[src/rtl/dcc_pkg.sv]
// Package: shared types and constants of the drive command controller.
`default_nettype none
package dcc_pkg;

  localparam int unsigned SpeedW = 8;
  localparam int unsigned CfgIdxW = 3;
  localparam int unsigned BlinkW = 10;

  localparam logic [SpeedW-1:0] SpeedInitialReset = 8'd128;
  localparam logic [SpeedW-1:0] SpeedMinimumReset = 8'd64;
  localparam logic [SpeedW-1:0] SpeedMaximumReset = 8'd255;
  localparam logic [SpeedW-1:0] SpeedStepReset = 8'd16;
  localparam logic [SpeedW-1:0] TurnSlowReset = 8'd64;
  localparam logic [SpeedW-1:0] TurnFastReset = 8'd192;

  localparam logic [BlinkW-1:0] HalfSlow = 10'd500;
  localparam logic [BlinkW-1:0] HalfQuick = 10'd200;
  localparam logic [BlinkW-1:0] HalfVQuick = 10'd50;

  localparam int unsigned BandDiv = 3;
  localparam int unsigned BandShift = 11;
  localparam int unsigned BandRecip = ((1 << BandShift) + BandDiv - 1) / BandDiv;
  localparam int unsigned BandSumW = SpeedW + 2;
  localparam int unsigned BandProdW = 2 * BandSumW;

  typedef enum logic [3:0] {
    OpStop    = 4'd0,
    OpFwd     = 4'd1,
    OpBack    = 4'd2,
    OpLeft    = 4'd3,
    OpRight   = 4'd4,
    OpAccel   = 4'd5,
    OpDecel   = 4'd6,
    OpTick    = 4'd7,
    OpFwdAt   = 4'd8,
    OpBackAt  = 4'd9
  } op_e;

  typedef enum logic [CfgIdxW-1:0] {
    CfgSpeedInitial = 3'd0,
    CfgSpeedMinimum = 3'd1,
    CfgSpeedMaximum = 3'd2,
    CfgSpeedStep    = 3'd3,
    CfgTurnSlow     = 3'd4,
    CfgTurnFast     = 3'd5
  } cfg_idx_e;

  typedef enum logic [2:0] {
    MotionStop  = 3'd0,
    MotionFwd   = 3'd1,
    MotionBack  = 3'd2,
    MotionLeft  = 3'd3,
    MotionRight = 3'd4
  } motion_e;

  typedef enum logic [2:0] {
    LampOff    = 3'd0,
    LampOn     = 3'd1,
    LampSlow   = 3'd2,
    LampQuick  = 3'd3,
    LampVQuick = 3'd4
  } lamp_e;

  typedef struct packed {
    logic [SpeedW-1:0] speed_minimum;
    logic [SpeedW-1:0] speed_maximum;
    logic [SpeedW-1:0] speed_step;
    logic [SpeedW-1:0] turn_slow_duty;
    logic [SpeedW-1:0] turn_fast_duty;
    logic [SpeedW-1:0] band_hi;
    logic [SpeedW-1:0] band_lo;
  } cfg_t;

  typedef struct packed {
    logic [SpeedW-1:0] left_duty;
    logic [SpeedW-1:0] right_duty;
    logic              left_reverse;
    logic              right_reverse;
    logic              drive_enable;
    motion_e           motion_mode;
    logic [SpeedW-1:0] current_speed;
    lamp_e             lamp_mode;
    logic              lamp_level;
  } res_t;

endpackage
`default_nettype wire

[src/rtl/dcc_cmd_if.sv]
// Interface: command request channel.
`default_nettype none
interface dcc_cmd_if;
  logic       valid;
  logic       ready;
  logic [3:0] operation;
  logic [7:0] given_speed;

  modport source (output valid, output operation, output given_speed, input ready);
  modport sink (input valid, input operation, input given_speed, output ready);
endinterface
`default_nettype wire

[src/rtl/dcc_res_if.sv]
// Interface: result request channel.
`default_nettype none
interface dcc_res_if;
  logic       valid;
  logic       ready;
  logic [7:0] left_duty;
  logic [7:0] right_duty;
  logic       left_reverse;
  logic       right_reverse;
  logic       drive_enable;
  logic [2:0] motion_mode;
  logic [7:0] current_speed;
  logic [2:0] lamp_mode;
  logic       lamp_level;

  modport source (
    output valid, output left_duty, output right_duty, output left_reverse,
    output right_reverse, output drive_enable, output motion_mode,
    output current_speed, output lamp_mode, output lamp_level, input ready
  );
  modport sink (
    input valid, input left_duty, input right_duty, input left_reverse,
    input right_reverse, input drive_enable, input motion_mode,
    input current_speed, input lamp_mode, input lamp_level, output ready
  );
endinterface
`default_nettype wire

[src/rtl/drive_command_controller.sv]
// Top level: drive command controller for a two-motor car.
//
// Each command or millisecond tick is taken into an input register and its result, the full
// drive and lamp state after the update, is registered in the output register once that is free.
// One request is accepted every cycle while results are taken; a result that waits holds the
// next request in the input register and stalls further requests until it is taken. The
// figure is set by the combinational state update between the input and the output register.
// Register writes take effect at once. Velocity loads 128 at reset; index 0 is taken but has
// no effect afterwards, and indexes above 5 are ignored.
`default_nettype none
module drive_command_controller (
  input  wire logic                        clk_i,
  input  wire logic                        rst_ni,
  input  wire logic                        cfg_we_i,
  input  wire logic [dcc_pkg::CfgIdxW-1:0] cfg_idx_i,
  input  wire logic [dcc_pkg::SpeedW-1:0]  cfg_data_i,
  dcc_cmd_if.sink                          cmd_i,
  dcc_res_if.source                        res_o
);
  import dcc_pkg::*;

  cfg_t              cfg;
  res_t              state_d, out_q;
  logic              in_valid_q, out_valid_q, advance;
  logic [3:0]        op_q;
  logic [SpeedW-1:0] given_q;

  assign advance     = in_valid_q && (!out_valid_q || res_o.ready);
  assign cmd_i.ready = !in_valid_q || advance;

  always_ff @(posedge clk_i or negedge rst_ni) begin
    if (!rst_ni) begin
      in_valid_q  <= 1'b0;
      out_valid_q <= 1'b0;
    end else begin
      if (cmd_i.ready) begin
        in_valid_q <= cmd_i.valid;
      end
      if (advance) begin
        out_valid_q <= 1'b1;
      end else if (res_o.ready) begin
        out_valid_q <= 1'b0;
      end
    end
  end

  always_ff @(posedge clk_i) begin
    if (cmd_i.valid && cmd_i.ready) begin
      op_q    <= cmd_i.operation;
      given_q <= cmd_i.given_speed;
    end
    if (advance) begin
      out_q <= state_d;
    end
  end

  dcc_cfg u_cfg (
    .clk_i      (clk_i),
    .rst_ni     (rst_ni),
    .cfg_we_i   (cfg_we_i),
    .cfg_idx_i  (cfg_idx_i),
    .cfg_data_i (cfg_data_i),
    .cfg_o      (cfg)
  );

  dcc_core u_core (
    .clk_i     (clk_i),
    .rst_ni    (rst_ni),
    .advance_i (advance),
    .op_i      (op_q),
    .given_i   (given_q),
    .cfg_i     (cfg),
    .state_d_o (state_d)
  );

  assign res_o.valid         = out_valid_q;
  assign res_o.left_duty     = out_q.left_duty;
  assign res_o.right_duty    = out_q.right_duty;
  assign res_o.left_reverse  = out_q.left_reverse;
  assign res_o.right_reverse = out_q.right_reverse;
  assign res_o.drive_enable  = out_q.drive_enable;
  assign res_o.motion_mode   = out_q.motion_mode;
  assign res_o.current_speed = out_q.current_speed;
  assign res_o.lamp_mode     = out_q.lamp_mode;
  assign res_o.lamp_level    = out_q.lamp_level;
endmodule
`default_nettype wire

[src/rtl/dcc_cfg.sv]
// Configuration registers and lamp band thresholds.
`default_nettype none
module dcc_cfg (
  input  wire logic                         clk_i,
  input  wire logic                         rst_ni,
  input  wire logic                         cfg_we_i,
  input  wire logic [dcc_pkg::CfgIdxW-1:0]  cfg_idx_i,
  input  wire logic [dcc_pkg::SpeedW-1:0]   cfg_data_i,
  output dcc_pkg::cfg_t                     cfg_o
);
  import dcc_pkg::*;

  logic [SpeedW-1:0]    min_q, max_q, step_q, slow_q, fast_q;
  logic [BandSumW-1:0]  sum_hi, sum_lo;
  logic [BandProdW-1:0] prod_hi, prod_lo;

  always_ff @(posedge clk_i or negedge rst_ni) begin
    if (!rst_ni) begin
      min_q  <= SpeedMinimumReset;
      max_q  <= SpeedMaximumReset;
      step_q <= SpeedStepReset;
      slow_q <= TurnSlowReset;
      fast_q <= TurnFastReset;
    end else if (cfg_we_i) begin
      case (cfg_idx_e'(cfg_idx_i))
        CfgSpeedMinimum: min_q  <= cfg_data_i;
        CfgSpeedMaximum: max_q  <= cfg_data_i;
        CfgSpeedStep:    step_q <= cfg_data_i;
        CfgTurnSlow:     slow_q <= cfg_data_i;
        CfgTurnFast:     fast_q <= cfg_data_i;
        default: ;
      endcase
    end
  end

  // divide by three through a reciprocal, exact for sums below 1024
  assign sum_hi  = {1'b0, max_q, 1'b0} + {2'b00, min_q};
  assign sum_lo  = {2'b00, max_q} + {1'b0, min_q, 1'b0};
  assign prod_hi = {{BandSumW{1'b0}}, sum_hi} * BandProdW'(BandRecip);
  assign prod_lo = {{BandSumW{1'b0}}, sum_lo} * BandProdW'(BandRecip);

  always_comb begin
    cfg_o.speed_minimum  = min_q;
    cfg_o.speed_maximum  = max_q;
    cfg_o.speed_step     = step_q;
    cfg_o.turn_slow_duty = slow_q;
    cfg_o.turn_fast_duty = fast_q;
    cfg_o.band_hi        = prod_hi[BandShift+SpeedW-1:BandShift];
    cfg_o.band_lo        = prod_lo[BandShift+SpeedW-1:BandShift];
  end
endmodule
`default_nettype wire

[src/rtl/dcc_core.sv]
// Drive state registers and their single-pass update.
`default_nettype none
module dcc_core (
  input  wire logic                        clk_i,
  input  wire logic                        rst_ni,
  input  wire logic                        advance_i,
  input  wire logic [3:0]                  op_i,
  input  wire logic [dcc_pkg::SpeedW-1:0]  given_i,
  input  wire dcc_pkg::cfg_t               cfg_i,
  output dcc_pkg::res_t                    state_d_o
);
  import dcc_pkg::*;

  res_t              st_q, st_d;
  logic [BlinkW-1:0] elapsed_q, elapsed_d, elapsed_inc, half;
  logic [SpeedW:0]   sum, diff;
  logic              sel_en, sel_off, blinking;
  lamp_e             band, tgt;

  assign sum  = {1'b0, st_q.current_speed} + {1'b0, cfg_i.speed_step};
  assign diff = {1'b0, st_q.current_speed} - {1'b0, cfg_i.speed_step};
  assign elapsed_inc = elapsed_q + BlinkW'(1);

  always_comb begin
    st_d      = st_q;
    elapsed_d = elapsed_q;
    sel_en    = 1'b0;
    sel_off   = 1'b0;
    blinking  = 1'b0;
    half      = HalfSlow;
    case (op_e'(op_i))
      OpStop: begin
        st_d.motion_mode  = MotionStop;
        st_d.drive_enable = 1'b0;
        sel_en  = 1'b1;
        sel_off = 1'b1;
      end
      OpFwd, OpBack, OpFwdAt, OpBackAt: begin
        st_d.motion_mode   = (op_e'(op_i) == OpFwd || op_e'(op_i) == OpFwdAt) ?
                             MotionFwd : MotionBack;
        st_d.left_reverse  = (op_e'(op_i) == OpBack || op_e'(op_i) == OpBackAt);
        st_d.right_reverse = (op_e'(op_i) == OpBack || op_e'(op_i) == OpBackAt);
        st_d.left_duty     = (op_e'(op_i) == OpFwd || op_e'(op_i) == OpBack) ?
                             st_q.current_speed : given_i;
        st_d.right_duty    = st_d.left_duty;
        st_d.drive_enable  = 1'b1;
        sel_en = (op_e'(op_i) == OpFwd || op_e'(op_i) == OpBack);
      end
      OpLeft, OpRight: begin
        st_d.motion_mode   = (op_e'(op_i) == OpLeft) ? MotionLeft : MotionRight;
        st_d.left_reverse  = 1'b0;
        st_d.right_reverse = 1'b0;
        st_d.left_duty     = (op_e'(op_i) == OpLeft) ? cfg_i.turn_slow_duty
                                                     : cfg_i.turn_fast_duty;
        st_d.right_duty    = (op_e'(op_i) == OpLeft) ? cfg_i.turn_fast_duty
                                                     : cfg_i.turn_slow_duty;
        st_d.drive_enable  = 1'b1;
      end
      OpAccel, OpDecel: begin
        if (op_e'(op_i) == OpAccel) begin
          st_d.current_speed = (sum > {1'b0, cfg_i.speed_maximum}) ?
                               cfg_i.speed_maximum : sum[SpeedW-1:0];
        end else begin
          st_d.current_speed = (diff[SpeedW] || diff[SpeedW-1:0] < cfg_i.speed_minimum) ?
                               cfg_i.speed_minimum : diff[SpeedW-1:0];
        end
        if (st_q.motion_mode == MotionFwd || st_q.motion_mode == MotionBack) begin
          st_d.left_duty  = st_d.current_speed;
          st_d.right_duty = st_d.current_speed;
        end
        sel_en = 1'b1;
      end
      OpTick: begin
        case (st_q.lamp_mode)
          LampSlow:   begin half = HalfSlow;   blinking = 1'b1; end
          LampQuick:  begin half = HalfQuick;  blinking = 1'b1; end
          LampVQuick: begin half = HalfVQuick; blinking = 1'b1; end
          default: ;
        endcase
        if (blinking) begin
          if (elapsed_inc > half) begin
            elapsed_d       = '0;
            st_d.lamp_level = ~st_q.lamp_level;
          end else begin
            elapsed_d = elapsed_inc;
          end
        end
      end
      default: ;
    endcase

    if (st_d.current_speed == cfg_i.speed_maximum) begin
      band = LampOn;
    end else if (st_d.current_speed > cfg_i.band_hi) begin
      band = LampVQuick;
    end else if (st_d.current_speed > cfg_i.band_lo) begin
      band = LampQuick;
    end else if (st_d.current_speed == cfg_i.speed_minimum) begin
      band = LampOn;
    end else begin
      band = LampSlow;
    end
    tgt = sel_off ? LampOff : band;

    if (sel_en && tgt != st_q.lamp_mode) begin
      st_d.lamp_mode  = tgt;
      st_d.lamp_level = (tgt != LampOff);
      if (tgt != LampOff && tgt != LampOn) begin
        elapsed_d = '0;
      end
    end
  end

  always_ff @(posedge clk_i or negedge rst_ni) begin
    if (!rst_ni) begin
      st_q.left_duty     <= '0;
      st_q.right_duty    <= '0;
      st_q.left_reverse  <= 1'b0;
      st_q.right_reverse <= 1'b0;
      st_q.drive_enable  <= 1'b0;
      st_q.motion_mode   <= MotionStop;
      st_q.current_speed <= SpeedInitialReset;
      st_q.lamp_mode     <= LampOff;
      st_q.lamp_level    <= 1'b0;
      elapsed_q          <= '0;
    end else if (advance_i) begin
      st_q      <= st_d;
      elapsed_q <= elapsed_d;
    end
  end

  assign state_d_o = st_d;
endmodule
`default_nettype wire

[src/flat_wrapper.sv]
// flat-port wrapper written by rule: the top's interface ports become plain ports
module drive_command_controller_flat import dcc_pkg::*;
  (clk_i, rst_ni, cfg_we_i, cfg_idx_i, cfg_data_i, cmd_i_valid, cmd_i_operation, cmd_i_given_speed, cmd_i_ready, res_o_valid, res_o_left_duty, res_o_right_duty, res_o_left_reverse, res_o_right_reverse, res_o_drive_enable, res_o_motion_mode, res_o_current_speed, res_o_lamp_mode, res_o_lamp_level, res_o_ready);
  dcc_cmd_if cmd_i_i ();
  dcc_res_if res_o_i ();
  input  wire logic clk_i;
  input  wire logic rst_ni;
  input  wire logic cfg_we_i;
  input  wire logic [dcc_pkg::CfgIdxW-1:0] cfg_idx_i;
  input  wire logic [dcc_pkg::SpeedW-1:0] cfg_data_i;
  input wire logic [$bits(cmd_i_i.valid)-1:0] cmd_i_valid;
  input wire logic [$bits(cmd_i_i.operation)-1:0] cmd_i_operation;
  input wire logic [$bits(cmd_i_i.given_speed)-1:0] cmd_i_given_speed;
  output wire logic [$bits(cmd_i_i.ready)-1:0] cmd_i_ready;
  output wire logic [$bits(res_o_i.valid)-1:0] res_o_valid;
  output wire logic [$bits(res_o_i.left_duty)-1:0] res_o_left_duty;
  output wire logic [$bits(res_o_i.right_duty)-1:0] res_o_right_duty;
  output wire logic [$bits(res_o_i.left_reverse)-1:0] res_o_left_reverse;
  output wire logic [$bits(res_o_i.right_reverse)-1:0] res_o_right_reverse;
  output wire logic [$bits(res_o_i.drive_enable)-1:0] res_o_drive_enable;
  output wire logic [$bits(res_o_i.motion_mode)-1:0] res_o_motion_mode;
  output wire logic [$bits(res_o_i.current_speed)-1:0] res_o_current_speed;
  output wire logic [$bits(res_o_i.lamp_mode)-1:0] res_o_lamp_mode;
  output wire logic [$bits(res_o_i.lamp_level)-1:0] res_o_lamp_level;
  input wire logic [$bits(res_o_i.ready)-1:0] res_o_ready;
  assign cmd_i_i.valid = cmd_i_valid;
  assign cmd_i_i.operation = cmd_i_operation;
  assign cmd_i_i.given_speed = cmd_i_given_speed;
  assign cmd_i_ready = cmd_i_i.ready;
  assign res_o_valid = res_o_i.valid;
  assign res_o_left_duty = res_o_i.left_duty;
  assign res_o_right_duty = res_o_i.right_duty;
  assign res_o_left_reverse = res_o_i.left_reverse;
  assign res_o_right_reverse = res_o_i.right_reverse;
  assign res_o_drive_enable = res_o_i.drive_enable;
  assign res_o_motion_mode = res_o_i.motion_mode;
  assign res_o_current_speed = res_o_i.current_speed;
  assign res_o_lamp_mode = res_o_i.lamp_mode;
  assign res_o_lamp_level = res_o_i.lamp_level;
  assign res_o_i.ready = res_o_ready;
  drive_command_controller u_core (.clk_i(clk_i), .rst_ni(rst_ni), .cfg_we_i(cfg_we_i), .cfg_idx_i(cfg_idx_i), .cfg_data_i(cfg_data_i), .cmd_i(cmd_i_i), .res_o(res_o_i));
endmodule
[config.mk]
export PLATFORM = sky130hd
export DESIGN_NAME = drive_command_controller_flat
export DESIGN_NICKNAME = d
export VERILOG_FILES = /design/src/rtl/dcc_pkg.sv /design/src/rtl/dcc_cmd_if.sv /design/src/rtl/dcc_res_if.sv /design/src/rtl/drive_command_controller.sv /design/src/rtl/dcc_cfg.sv /design/src/rtl/dcc_core.sv /design/src/flat_wrapper.sv
export SDC_FILE = /design/constraint.sdc
export NUM_CORES = 1
export LEC_CHECK = 0
export CAP_MARGIN = 20
export CORE_UTILIZATION = 25
export CTS_BUF_LIST = sky130_fd_sc_hd__clkbuf_4
export DETAILED_ROUTE_END_ITERATION = 8
export DONT_BUFFER_PORTS = 1
export PLACE_DENSITY = 0.45
export SETUP_SLACK_MARGIN = 0.1
export SLEW_MARGIN = 20
export SYNTH_ARGS = -nofsm -noshare
export SYNTH_HDL_FRONTEND = slang
export SYNTH_SLANG_ARGS = --single-unit
export TNS_END_PERCENT = 50
[constraint.sdc]
create_clock -name clk_i -period 8.15 [get_ports clk_i]
set_clock_uncertainty 0.15 [all_clocks]
set_input_delay 1.63 -clock clk_i [delete_from_list [all_inputs] [get_ports clk_i]]
set_output_delay 1.63 -clock clk_i [all_outputs]
set_load 0.02 [all_outputs]
==> metrics.cfg <==
[logic_synthesis]
synth_area_sq_mm = 0.0127
avgSynthCellArea_sq_um = 9.29
synth_flop_cell = dfrtp_1
async_flop_share_pct = 65.2
synth-edff-count = 46
ys_ff_latch = 132
synth_cells = 1363
yosysTopAreaCell = ha_1
synth_area_leaders = ha_1 (18%), dfrtp_1 (14%), edfxtp_1 (11%)
ys_types = 90
syn_nets = 1621
yosysSeqAreaShare_pct = 28.1
yosys_warnings = 0
yosysTopAreaCellShare_pct = 18.3
synth_common_cells = ha_1 (185), inv_1 (145), nand2_1 (136)
synth.most_common_cell = ha_1

[finish]
final_net_count = 1686
regArea_sq_mm = 0.00355
multi_input_area_sq_mm = 0.00891
area_growth_pct = 17.3
layout-drive-gt1-share_pct = 20.0
fillerInstances = 5338
fin_area_sq_mm = 0.0148

[min_path]
hold_depth = 2
min_to = u_core.u_core.st_q[31]
hold_path.class = register to register
worstHoldStart = u_core.u_core.st_q[31]

[timing]
maxSlewViolCount = 0
fin_ws_ps = 143
final-hold-violation-count = 0
rsz0062_at_grt = yes
max_freq_mhz = 125
slew_headroom_pct = 30.8
setup_viol = 0
finalCritPeriodShare_pct = 98.2
tns_ps = 0
min_period_ps = 8010
worst_pin_slew_ps = 1030

[clock_network]
htree_levels = 4
cts_buffers = 17
clock_tree.buffer_depth = 2
clkSinkCount = 132
cts_tree = yes
insertion_delay_ps = 570
cts_hold_buf = 0
cts_root_buffer = clkbuf_4
clk_pin_slew_ps = 150

[setup_path]
crit_top_cell = buf_4
start_kind = register
r2r_cells = 42
ff2ff_setup_slack_ps = 140
critPathCaptureType = register
critPathKind = register to register
critPathSlowestCell = fa_1
r2r_start = u_core.u_cfg.min_q[1]
r2r_end = u_core.u_core.elapsed_q[8]
cp.required_ps = 8500
path_max_fanout = 5
cp.arrival_ps = 8350
cp_slowest_stage_delay_ps = 530

[detailed_routing]
drt-total-wl_um = 39600
antenna_left = 0
firstDrtPassIters = 5
drc = 0
wire_per_inst_um = 18.8
vias = 10400
drt_iter0_markers = 770
via_per_inst = 4.92

[place]
portBuffers = 0
placedInstanceArea_sq_mm = 0.0139
hpwl_um = 30500
dp_slack_ps = -237
gp_congestion = 0.937

[floorplan]
pin_count = 64
die_area_sq_mm = 0.0515
initial_core_util_pct = 25.3
fp.dieW_um = 227
fp.coreArea_sq_mm = 0.0501
die_h_um = 227
rows = 82

[flow_run]
drv_cap = 0

[grt]
antenna_found_initial = 2
grt_usage_pct = 15.4
grt_pass1_wl_um = 60700
grt.overflow.total = 0
grt_pass1_vias = 10300
grt_max_degree = 87

[status]
status = finished clean

-- critical path: cells and delay by family, from the launching register on --
family                     cells  cell delay, ps
adders and majority gates      9            2860
AOI/OAI and AO/OA             15            2330
buffers and inverters         10            1230
and+or+nand+nor                6             530
DFF                            1             440
xor gates and xnor gates       2             410
-- layer usage --
layer | GRT usage (%) | vias up | wire length, um
met5 | 0 | - | 0
met1 | 21.2 | 5121 | 18800
li1 | - | 5012 | -
met3 | 2.59 | 30 | 1860
met2 | 25.3 | 239 | 18500
met4 | 3.12 | 0 | 546
-- metrics by stage --
stage / instances / hold WS [ps] / utilization, %
floorplan: 1363 / 296 / -
global placement: 2063 / 310 / 27.7
detailed placement: 2063 / 318 / 27.7
CTS: 2101 / 351 / 28.6
global route: 2114 / 379 / 29.7
finish: 2114 / 351 / 29.7
-- cells in the final DEF (no fill, tap or decap), types with 29 or more instances in the layout --
| cell type | n |
|---|---|
| ha_1 | 166 |
| inv_1 | 139 |
| nand2_1 | 135 |
| buf_4 | 81 |
| o21ai_0 | 75 |
| dfrtp_1 | 70 |
| a21oi_1 | 67 |
| nor2_1 | 62 |
| edfxtp_1 | 46 |
| fa_1 | 43 |
| mux2_2 | 41 |
| nor3_1 | 29 |
| xnor2_1 | 29 |
-- cell families (layout without fill, tap and decap cells) --
logic type	count (synthesis)	in the layout	share of synthesized area [%]
buffers and inverters	188	266	5.69
muxes	44	44	3.88
DFF	132	132	28.1
and+or+nand+nor	352	352	13.4
other	0	1	0
AOI/OAI and AO/OA	357	357	19.4
adders and majority gates	231	231	25.5
xor gates and xnor gates	59	59	4.08
-- flip-flops by register name, summed over array words and instances, names as in the netlist, 3 cells and up --
register	flops
u_core.given_q	8
u_core.op_q	4
u_core.res_o.current_speed	8
u_core.res_o.lamp_mode	3
u_core.res_o.left_duty	8
u_core.res_o.motion_mode	3
u_core.res_o.right_duty	8
u_core.u_cfg.fast_q	8
u_core.u_cfg.max_q	8
u_core.u_cfg.min_q	8
u_core.u_cfg.slow_q	8
u_core.u_cfg.step_q	8
u_core.u_core.elapsed_q	10
u_core.u_core.st_q	34
-- how the worst max path moves through the flow --
stage / start / end / slack [ps] / cells past startpoint
after floorplan: u_core.u_cfg.min_q[0] / u_core.u_core.elapsed_q[0] / 110 / 35
after global placement: u_core.u_cfg.min_q[0] / u_core.u_core.elapsed_q[0] / -140 / 35
after detailed placement: u_core.u_cfg.min_q[1] / u_core.u_core.elapsed_q[4] / -240 / 37
after CTS: u_core.u_cfg.max_q[1] / u_core.u_core.elapsed_q[2] / 130 / 38
after global routing: u_core.u_cfg.min_q[1] / u_core.u_core.elapsed_q[1] / -220 / 40
final: u_core.u_cfg.min_q[1] / u_core.u_core.elapsed_q[8] / 140 / 42
-- what timing repair did --
action                                  in CTS  in global routing
setup buffers                                6                 11
cloned                                       0                  1
pin swaps                                   19                 82
endpoints found under the setup margin      14                 18
resized for setup                           20                 70
-- final cells by class --
type | count | share of cell area (%)
antenna | 1 | 0.0169
inverter | 147 | 3.72
timing repair buffer | 87 | 4.70
sequential | 132 | 23.9
clock inverter | 15 | 1.13
multi-input combinational | 1043 | 60.0
tap | 672 | 5.66
clock buffer | 17 | 0.859
Power is left out: the tool's default activity adds up to more than one toggle a clock period on the data nets, which glitch-free logic cannot reach.
